**config.mk**
```make
export PLATFORM = sky130hd
export DESIGN_NAME = hmac_sha1_fixed_key_mac
export DESIGN_NICKNAME = d
export VERILOG_FILES = /design/src/rtl/hsha_pkg.sv /design/src/rtl/hsha_round.sv /design/src/rtl/hmac_sha1_fixed_key_mac.sv
export VERILOG_INCLUDE_DIRS = /design/src /design/src/rtl
export SDC_FILE = /design/constraint.sdc
export NUM_CORES = 2
export LEC_CHECK = 0
export ABC_CLOCK_PERIOD_IN_PS = 57700
export BUFFER_PORTS_ARGS = -buffer_cell sky130_fd_sc_hd__buf_2
export CORE_MARGIN = 2
export CORE_UTILIZATION = 40
export CTS_CLUSTER_SIZE = 30
export DETAILED_ROUTE_END_ITERATION = 12
export PLACE_DENSITY = 0.67
export REMOVE_ABC_BUFFERS = 1
export SLEW_MARGIN = 30
export SYNTH_ARGS = -nofsm -noshare
export SYNTH_HDL_FRONTEND = slang
export SYNTH_SLANG_ARGS = --single-unit
```
**constraint.sdc**
```tcl
create_clock -name clock -period 57.7 [get_ports clock]
set_clock_uncertainty 0.05 [all_clocks]
set_input_delay 8.655 -clock clock [delete_from_list [all_inputs] [get_ports clock]]
set_output_delay 8.655 -clock clock [all_outputs]
set_load 0.005 [all_outputs]
```
**src/rtl/hmac_sha1_fixed_key_mac_assert.svh**
```systemverilog
// Assertion macros for the MAC block
`ifndef HMAC_SHA1_FIXED_KEY_MAC_ASSERT_SVH
`define HMAC_SHA1_FIXED_KEY_MAC_ASSERT_SVH

// check that a condition implies a consequence in the same cycle
`define ASSERT_IMPLY(label, clk, rst, cond, cons) \
   label: assert property (@(posedge clk) disable iff (rst) (cond) |-> (cons)) \
      else $error("assertion failed");

// check that a condition implies a consequence in the next cycle
`define ASSERT_NEXT(label, clk, rst, cond, cons) \
   label: assert property (@(posedge clk) disable iff (rst) (cond) |=> (cons)) \
      else $error("assertion failed");

`endif

```
**src/rtl/hsha_pkg.sv**
```systemverilog
package hsha_pkg;
   localparam int KeyRegs = 8;
   localparam int CsrIdxWidth = 3;
   localparam logic [31:0] IpadWord = 32'h36363636;
   localparam logic [31:0] OpadWord = 32'h5c5c5c5c;
   localparam logic [31:0] InnerLen = 32'd576;
   localparam logic [31:0] OuterLen = 32'd672;

   typedef enum logic [2:0] {
      ST_IDLE,
      ST_LOAD,
      ST_ROUND,
      ST_FOLD,
      ST_DONE
   } state_type;

   typedef struct packed {
      logic       load;
      logic       round;
      logic       fold;
      logic       init_iv;
      logic [6:0] rnd;
   } core_ctl_type;

   function automatic logic [31:0] sha_k(input logic [6:0] r);
      if (r < 7'd20) return 32'h5a827999;
      else if (r < 7'd40) return 32'h6ed9eba1;
      else if (r < 7'd60) return 32'h8f1bbcdc;
      else return 32'hca62c1d6;
   endfunction
endpackage

```
**src/rtl/hsha_round.sv**
```systemverilog
module hsha_round
   import hsha_pkg::*;
(
   input  logic         clock,
   input  core_ctl_type ctl,
   input  logic [511:0] block,
   output logic [159:0] digest
);
   logic [31:0] w_ff [16];
   logic [31:0] w_in [16];
   logic [31:0] h_ff [5];
   logic [31:0] h_in [5];
   logic [31:0] v_ff [5];
   logic [31:0] v_in [5];
   logic [31:0] f, t, wnew;

   assign wnew = {w_ff[13] ^ w_ff[8] ^ w_ff[2] ^ w_ff[0]} << 1
               | (w_ff[13] ^ w_ff[8] ^ w_ff[2] ^ w_ff[0]) >> 31;

   always_comb begin
      if (ctl.rnd < 7'd20) f = (v_ff[1] & v_ff[2]) | (~v_ff[1] & v_ff[3]);
      else if (ctl.rnd >= 7'd40 && ctl.rnd < 7'd60)
         f = (v_ff[1] & v_ff[2]) | (v_ff[1] & v_ff[3]) | (v_ff[2] & v_ff[3]);
      else f = v_ff[1] ^ v_ff[2] ^ v_ff[3];
      t = {v_ff[0][26:0], v_ff[0][31:27]} + f + v_ff[4] + sha_k(ctl.rnd) + w_ff[0];
   end

   always_comb begin
      w_in = w_ff;
      v_in = v_ff;
      h_in = h_ff;
      if (ctl.load) begin
         if (ctl.init_iv) begin
            h_in[0] = 32'h67452301; h_in[1] = 32'hefcdab89; h_in[2] = 32'h98badcfe;
            h_in[3] = 32'h10325476; h_in[4] = 32'hc3d2e1f0;
         end
         for (int i = 0; i < 16; i++) w_in[i] = block[511-32*i -: 32];
         for (int i = 0; i < 5; i++) v_in[i] = h_in[i];
      end else if (ctl.round) begin
         for (int i = 0; i < 15; i++) w_in[i] = w_ff[i+1];
         w_in[15] = wnew;
         v_in[0] = t;
         v_in[1] = v_ff[0];
         v_in[2] = {v_ff[1][1:0], v_ff[1][31:2]};
         v_in[3] = v_ff[2];
         v_in[4] = v_ff[3];
      end else if (ctl.fold) begin
         for (int i = 0; i < 5; i++) h_in[i] = h_ff[i] + v_ff[i];
      end
   end

   always_ff @(posedge clock) begin
      w_ff <= w_in;
      v_ff <= v_in;
      h_ff <= h_in;
   end

   assign digest = {h_ff[0], h_ff[1], h_ff[2], h_ff[3], h_ff[4]};
endmodule

```
**src/rtl/hmac_sha1_fixed_key_mac.sv**
```systemverilog
// channel | direction | handshake            | payload
// req     | in        | start & !busy        | req_message
// rsp     | out       | rsp_valid, one cycle | rsp_mac_word0..4
// csr     | in        | csr_valid & csr_ready| csr_index, csr_data
// One word runs four blocks, each of 1 load + 80 rounds + 1 fold, then a done state,
// all in the single shared SHA-1 round unit at one round per cycle.
// A new word is accepted only once the last is through; busy holds off start meanwhile.
// Reset is synchronous; it clears the sequencer and the key registers.
// The result strobe lasts one cycle; the receiver cannot stall.
module hmac_sha1_fixed_key_mac
   import hsha_pkg::*;
(
   input  logic                   clock,
   input  logic                   reset,
   input  logic                   start,
   output logic                   busy,
   input  logic [63:0]            req_message,
   output logic                   rsp_valid,
   output logic [31:0]            rsp_mac_word0,
   output logic [31:0]            rsp_mac_word1,
   output logic [31:0]            rsp_mac_word2,
   output logic [31:0]            rsp_mac_word3,
   output logic [31:0]            rsp_mac_word4,
   input  logic                   csr_valid,
   output logic                   csr_ready,
   input  logic [CsrIdxWidth-1:0] csr_index,
   input  logic [63:0]            csr_data
);
`include "hmac_sha1_fixed_key_mac_assert.svh"
   state_type state_ff, state_in;
   logic [6:0] rnd_ff, rnd_in;
   logic [1:0] blk_ff, blk_in;
   logic [63:0] key_ff [KeyRegs];
   logic [63:0] msg_ff;
   logic [159:0] inner_ff, digest;
   logic [511:0] block;
   logic [31:0] pad;
   core_ctl_type ctl;

   assign csr_ready = 1'b1;

   always_ff @(posedge clock) begin
      if (reset) begin
         for (int i = 0; i < KeyRegs; i++) key_ff[i] <= '0;
      end else if (csr_valid && csr_ready) begin
         key_ff[csr_index] <= csr_data;
      end
   end

   always_ff @(posedge clock) begin
      if (start && !busy) msg_ff <= req_message;
      if (ctl.load && blk_ff == 2'd2) inner_ff <= digest;
   end

   always_ff @(posedge clock) begin
      if (reset) begin
         state_ff <= ST_IDLE;
         rnd_ff <= '0;
         blk_ff <= '0;
      end else begin
         state_ff <= state_in;
         rnd_ff <= rnd_in;
         blk_ff <= blk_in;
      end
   end

   always_comb begin
      state_in = state_ff;
      rnd_in = rnd_ff;
      blk_in = blk_ff;
      case (state_ff)
         ST_IDLE: if (start) begin
            state_in = ST_LOAD;
            blk_in = '0;
         end
         ST_LOAD: begin
            state_in = ST_ROUND;
            rnd_in = '0;
         end
         ST_ROUND: begin
            rnd_in = rnd_ff + 7'd1;
            if (rnd_ff == 7'd79) state_in = ST_FOLD;
         end
         ST_FOLD: begin
            blk_in = blk_ff + 2'd1;
            state_in = (blk_ff == 2'd3) ? ST_DONE : ST_LOAD;
         end
         ST_DONE: state_in = ST_IDLE;
         default: state_in = ST_IDLE;
      endcase
   end

   always_comb begin
      pad = blk_ff[1] ? OpadWord : IpadWord;
      for (int i = 0; i < KeyRegs; i++) begin
         block[511-64*i -: 64] = key_ff[i] ^ {pad, pad};
      end
      case (blk_ff)
         2'd1: block = {msg_ff, 32'h80000000, 384'd0, InnerLen};
         2'd3: block = {inner_ff, 32'h80000000, 288'd0, OuterLen};
         default: ;
      endcase
   end

   always_comb begin
      ctl = '0;
      ctl.rnd = rnd_ff;
      case (state_ff)
         ST_LOAD: begin
            ctl.load = 1'b1;
            ctl.init_iv = !blk_ff[0];
         end
         ST_ROUND: ctl.round = 1'b1;
         ST_FOLD: ctl.fold = 1'b1;
         default: ;
      endcase
   end

   hsha_round u_round (
      .clock (clock),
      .ctl   (ctl),
      .block (block),
      .digest(digest)
   );

   assign busy = (state_ff != ST_IDLE);
   assign rsp_valid = (state_ff == ST_DONE);
   assign rsp_mac_word0 = digest[159:128];
   assign rsp_mac_word1 = digest[127:96];
   assign rsp_mac_word2 = digest[95:64];
   assign rsp_mac_word3 = digest[63:32];
   assign rsp_mac_word4 = digest[31:0];

   `ASSERT_NEXT(a_start_busy, clock, reset, start && !busy, busy)
   `ASSERT_NEXT(a_done_idle, clock, reset, rsp_valid, !busy)
   `ASSERT_IMPLY(a_rnd_range, clock, reset, state_ff == ST_ROUND, rnd_ff < 7'd80)
   `ASSERT_IMPLY(a_done_blk, clock, reset, rsp_valid, blk_ff == 2'd0)
endmodule

```
# Yosys cells after proc, flatten, opt, wreduce, memory -nomap -nowiden
# Memory sizes are Yosys's and may differ from the RTL's.
# Index checks and enable logic that the tools add are counted.
# classes
muxes,34
n_addsub,11
bitwise,22
n_eq_ne,11
reduce_logical,15
order_cmp,4
# op_table
operator,n
512-bit 2-to-1 mux,2
512-bit one-hot mux with 2 select lines,1
160-bit 2-to-1 mux,6
64-bit by 63-bit XOR with 64-bit output,8
32-bit adder,9
32-bit XOR,5
32-bit AND,4
32-bit 2-to-1 mux,4
32-bit bitwise OR,3
64-bit 2-to-1 mux,1
64-bit OR reduction,1
31-bit 2-to-1 mux,2
32-bit NOT,1
32-bit by 1-bit bitwise OR with 32-bit output,1
"7-bit by 6-bit < comparator with 1-bit output, second input constant",2
7-bit one-hot mux with 2 select lines,1
3-bit 2-to-1 mux,4
3-bit one-hot mux with 4 select lines,1
1-bit 2-to-1 mux,10
2-bit nonzero test,4
"7-bit by 1-bit adder with 7-bit output, second input constant",1
"7-bit equality test, second input constant",1
"7-bit by 6-bit greater-or-equal comparator with 1-bit output, second input constant",1
"7-bit by 5-bit < comparator with 1-bit output, second input constant",1
15 further kinds,23
# word_totals
reg_bits,1068
mem_count,1
inputBits,135
ram_bits,512
# mem_list
memory,words,width,read_ports,rd_clocked_by_memory_dff,wr,line_no,rtl
key_ff,8,64,8,0,8,hmac_sha1_fixed_key_mac.sv:33,logic [63:0] key_ff [KeyRegs];

# Depth between registers and ports, before layout
# logic_depth
ltp_word,11
depth_mapped,26
ltp_nobuf,23

# Hierarchy
# Synthesis repeated with hierarchy kept, for this count alone.
# unflattened
hier_cells,6396
area_unflattened_um2,80541.0
# by_module_without_submodules
module,seq_area_each_um2,area_each_um2,n_inst,cells_per_inst
hsha_round,24984.0,47794.6,1,3894
hmac_sha1_fixed_key_mac,22341.4,32746.4,1,2502

# Worst setup path after synthesis
# Ideal clock, no wire load.
# synth_timing
path_kind,flip-flop to flip-flop
start,reg state_ff[0]
end,"reg u_round.v_ff[0] (netlist bit), enable pin"
n_path_buf,4
required_time_ns,56.639
setup_slack_ns,34.677
synth_period_minus_slack_ns,23.023
setup_ns,1.011
arrival_ns,21.962
path_stages_with_launch,9
path_cell_list,dfxtp_1 -> clkbuf_1 -> nor2b_1 -> nor2b_1 -> clkbuf_1 -> clkbuf_1 -> clkbuf_1 -> nor2_1 -> inv_1
# synth_via
elab_chain_cells,3
word_cells_on_any_way,5
classes_between,2 x eq/ne; 2 x mux; 1 x reduce/logical
# synth_rtl
element,line_no,rtl
"start, declared",hmac_sha1_fixed_key_mac.sv:30,"state_type state_ff, state_in;"
"start signal, assigned",hmac_sha1_fixed_key_mac.sv:61,state_ff <= state_in;
3-bit by 2-bit equality test with 1-bit output or 3-bit by 1-bit equality test with 1-bit output (tied branches),hmac_sha1_fixed_key_mac.sv:108,case (state_ff)
1-bit 2-to-1 mux,hmac_sha1_fixed_key_mac.sv:108,
2-bit nonzero test (no line) *,n/a,
"end signal, assigned",hsha_round.sv:54,v_ff <= v_in;
"end, declared",hsha_round.sv:13,logic [31:0] v_ff [5];
# Mark *: on every way between the ends. The rest lies on a longest branch, timed or not.
# A chain may end at the register's enable or synchronous reset.

==> impl_metrics.py <==
metrics = {
    "worst_setup_path": {
        "rrSetupSlack_ns": 50.11,
        "r2r_end": "u_round.v_ff[158]",
        "slowest_delay_ns": 0.65,
        "crit_path_end_kind": "flip-flop",
        "cp.required_ns": 58.08,
        "worstPathArrival_ns": 11.46,
        "worstSetupPathType": "input pin to flip-flop",
        "reg2regPathDepth": 24,
        "cp-start-kind": "input pin",
        "cp_slowest_cell": "or3b_2",
        "r2r_start": "rnd_ff[4]",
        "cp_cell_sequence": "buf_2 > or3b_2 > nor3_2 > buf_4 > or2_4 > buf_4",
        "path_buf_inv": 3,
        "path_common_cell": "buf_4",
        "crit_fanout": 65,
        "crit_family": "buffers and inverters",
    },
    "global_route": {
        "groute.usage.overall": 0.231,
        "antenna_found_initial": 31,
        "grt_start_max_net_pins": 203,
        "grt_pass1_wl_um": 342000,
        "grt_overflow_total": 0,
        "grt_pass1_vias": 51600,
    },
    "clocking": {
        "clk_pin_slew_worst_paths_ns": 0.06,
        "numClockSinks": 1580,
        "postCtsResizedCells": 0,
        "clkLatencyLatePin_ns": 0.82,
        "clk_path_buf_depth": 3,
        "cts_root_buffer": "clkbuf_16",
        "cts_max_level": 4,
        "cts_setup_buffers": 0,
        "cts_tree": "yes",
        "cts_inserted_buffers": 158,
        "holdBufCountCts": 0,
    },
    "timing": {
        "setup_viol_count_final": 0,
        "tns_ns": 0,
        "worst_pin_slew_ns": 1.04,
        "rsz0062_at_grt": "no",
        "final.period_utilization": 0.192,
        "slew_headroom": 0.305,
        "finalMaxSlewViolations": 0,
        "fin_crit_ns": 11.08,
        "finalHoldViolCount": 0,
        "fmax_ghz": 0.0902,
    },
    "route": {
        "antenna_left": 0,
        "drt_iter0_markers": 6580,
        "drtPass1Iterations": 5,
        "drc": 0,
        "routedWlPerCell_um": 24.8,
        "wirelength_um": 235000,
        "via_per_inst": 5.66,
        "vias": 53700,
    },
    "finish": {
        "final_util": 0.451,
        "nets": 7212,
        "areaGrowthSynthToFinish_pct": 12.1,
        "drive_gt1_frac": 0.0943,
    },
    "logic_synthesis": {
        "yosysSeqAreaShare": 0.603,
        "ys_types": 79,
        "syn_area_um2": 78500,
        "ys_warn_count": 0,
        "synthArstFlopShare": 0,
        "synth_ff_type": "edfxtp_1",
        "synthCells": 6570,
        "synth-seq-cells": 1580,
        "synth_area_per_cell_um2": 12.0,
        "synth_edf_count": 1568,
    },
    "place": {
        "gp_congestion": 0.931,
        "io_buffers": 296,
        "hpwl_um": 161000,
    },
    "floorplan": {
        "rows": 162,
        "initial_core_util": 0.403,
        "core_area_um2": 195000,
        "die_area_um2": 200000,
        "die_h_um": 447,
        "io_pins": 298,
        "fp.dieW_um": 447,
    },
    "pwr": {
        "power.total_mw": 6.26,
        "vdd_ir_drop_max_mv": 0.0450,
        "p_per_area_nw_per_um2": 71.1,
        "leakage_nw": 33.0,
    },
    "hold_path": {
        "hold_depth": 2,
        "min_to": "u_round.w_ff[176]",
        "hp-class": "flip-flop to flip-flop",
        "hp-start": "u_round.w_ff[144]",
    },
    "run": {
        "max-cap-violations": 0,
    },
    "run_status": {
        "status": "complete, no violations",
    },
}
[kinds of logic after synthesis]
| group | synth area share |
|---|---|
| compound gates | 0.113 |
| xor+xnor | 0.0560 |
| fa+ha+maj | 0.0673 |
| buf+inv | 0.0288 |
| flops | 0.603 |
| mux | 0.00159 |
| other cells | 0.0000477 |
| simple gates | 0.131 |
[stage by stage]
| stage | area, µm² | hold WS, ns | std cells | worst slack, ns |
|---|---|---|---|---|
| after floorplan | 77100 | 0.426 | 6193 | 12.16 |
| after global placement | 82700 | 0.436 | 9187 | 45.77 |
| after detailed placement | 82800 | 0.443 | 9191 | 45.78 |
| after CTS | 87900 | 0.459 | 9475 | 46.63 |
| after global routing | 88000 | 0.479 | 9478 | 46.53 |
| final | 88000 | 0.460 | 9490 | 46.62 |
[flip-flops by register name, summed over array words and instances, names as in the netlist]
signal / cells
u_round.digest: 160
inner_ff: 160
blk_ff: 2
state_ff: 3
u_round.w_ff: 512
key_ff: 512
u_round.v_ff: 160
msg_ff: 64
rnd_ff: 7
[worst min-delay path: stages (launching register included)]
cell and delay (ns):
edfxtp_1 0.32, nand2_1 0.05, nand2_1 0.04
[power breakdown]
group          total (mW)  switching, mW  internal [mW]
registers            2.22          0.335           1.89
clock network        1.05          0.454          0.591
logic                2.99           1.80           1.19
[cell usage after synthesis, types with 8 or more instances]
master / n / area (µm²)
o31ai_1: 267 / 2000
inv_1: 225 / 845
nor3b_1: 14 / 105
edfxtp_1: 1568 / 47100
dfxtp_1: 12 / 240
nand4_1: 9 / 56.3
buf_1: 28 / 105
o211ai_1: 18 / 135
nand2_1: 903 / 3390
and3_1: 15 / 93.8
ha_1: 224 / 2800
a31oi_1: 52 / 325
nor4_1: 11 / 68.8
o21ai_0: 383 / 1920
o21bai_1: 28 / 210
nand3_1: 139 / 696
o21a_1: 36 / 270
a22oi_1: 21 / 158
or2_2: 14 / 87.6
nor2b_1: 41 / 257
and2_1: 522 / 3270
or3_1: 24 / 150
a221oi_1: 122 / 1070
nor2_1: 360 / 1350
xnor2_1: 299 / 2620
clkbuf_1: 348 / 1310
a21boi_0: 9 / 67.6
nor3_1: 61 / 305
fa_1: 124 / 2480
nand2b_1: 25 / 156
a211oi_1: 26 / 195
xor2_1: 203 / 1780
a22o_1: 12 / 105
o2111ai_1: 9 / 78.8
nor4b_1: 8 / 70.1
nand3b_1: 12 / 90.1
a21o_1: 74 / 556
a21oi_1: 228 / 1140
mux2i_1: 8 / 80.1
[cell usage in the layout (no fill, tap or decap), drive strengths merged, types with 11 or more instances in the layout]
cell	n
a211oi	26
a21o	74
a21oi	228
a221oi	122
a22o	12
a22oi	21
a31oi	52
and2	522
and3	15
buf	376
bufinv	16
clkbuf	193
clkinv	60
dfxtp	12
diode	13
edfxtp	1568
fa	124
ha	224
inv	234
nand2	903
nand2b	25
nand3	139
nand3b	12
nor2	360
nor2b	41
nor3	61
nor3b	14
nor4	11
o211ai	18
o21a	36
o21ai	384
o21bai	28
o31ai	267
or2	14
or3	25
xnor2	299
xor2	203
[how the worst max path moves through the flow]
stage / from / end / slack (ns) / cells after the start
floorplan: state_ff[0] / u_round.digest[33] / 12.16 / 4
CTS: reset / key_ff[0][41] / 46.63 / 6
global placement: reset / key_ff[0][2] / 45.77 / 6
finish: reset / key_ff[0][41] / 46.62 / 6
global route: reset / key_ff[0][41] / 46.53 / 6
detailed placement: reset / key_ff[0][4] / 45.78 / 6
[routing by layer]
layer | part of all wire | global-route usage | wire, µm | vias up
met3 | 0.084 | 0.0371 | 19700 | 421
met2 | 0.46 | 0.360 | 107000 | 2433
met4 | 0.063 | 0.129 | 14700 | 2
li1 | - | - | - | 24000
met5 | 0.000030 | 0 | 7 | -
met1 | 0.40 | 0.307 | 93700 | 26900
[layout make-up]
class,instances,area (µm²)
Clock buffer,193,4190
Sequential cell,1580,47300
Tap cell,2624,3280
Inverter,225,855
Clock inverter,91,941
Timing Repair Buffer,376,2280
Fill cell,17600,107000
Multi-Input combinational cell,4388,29100
Antenna cell,13,32.5
(Power assumes the default switching activity.)
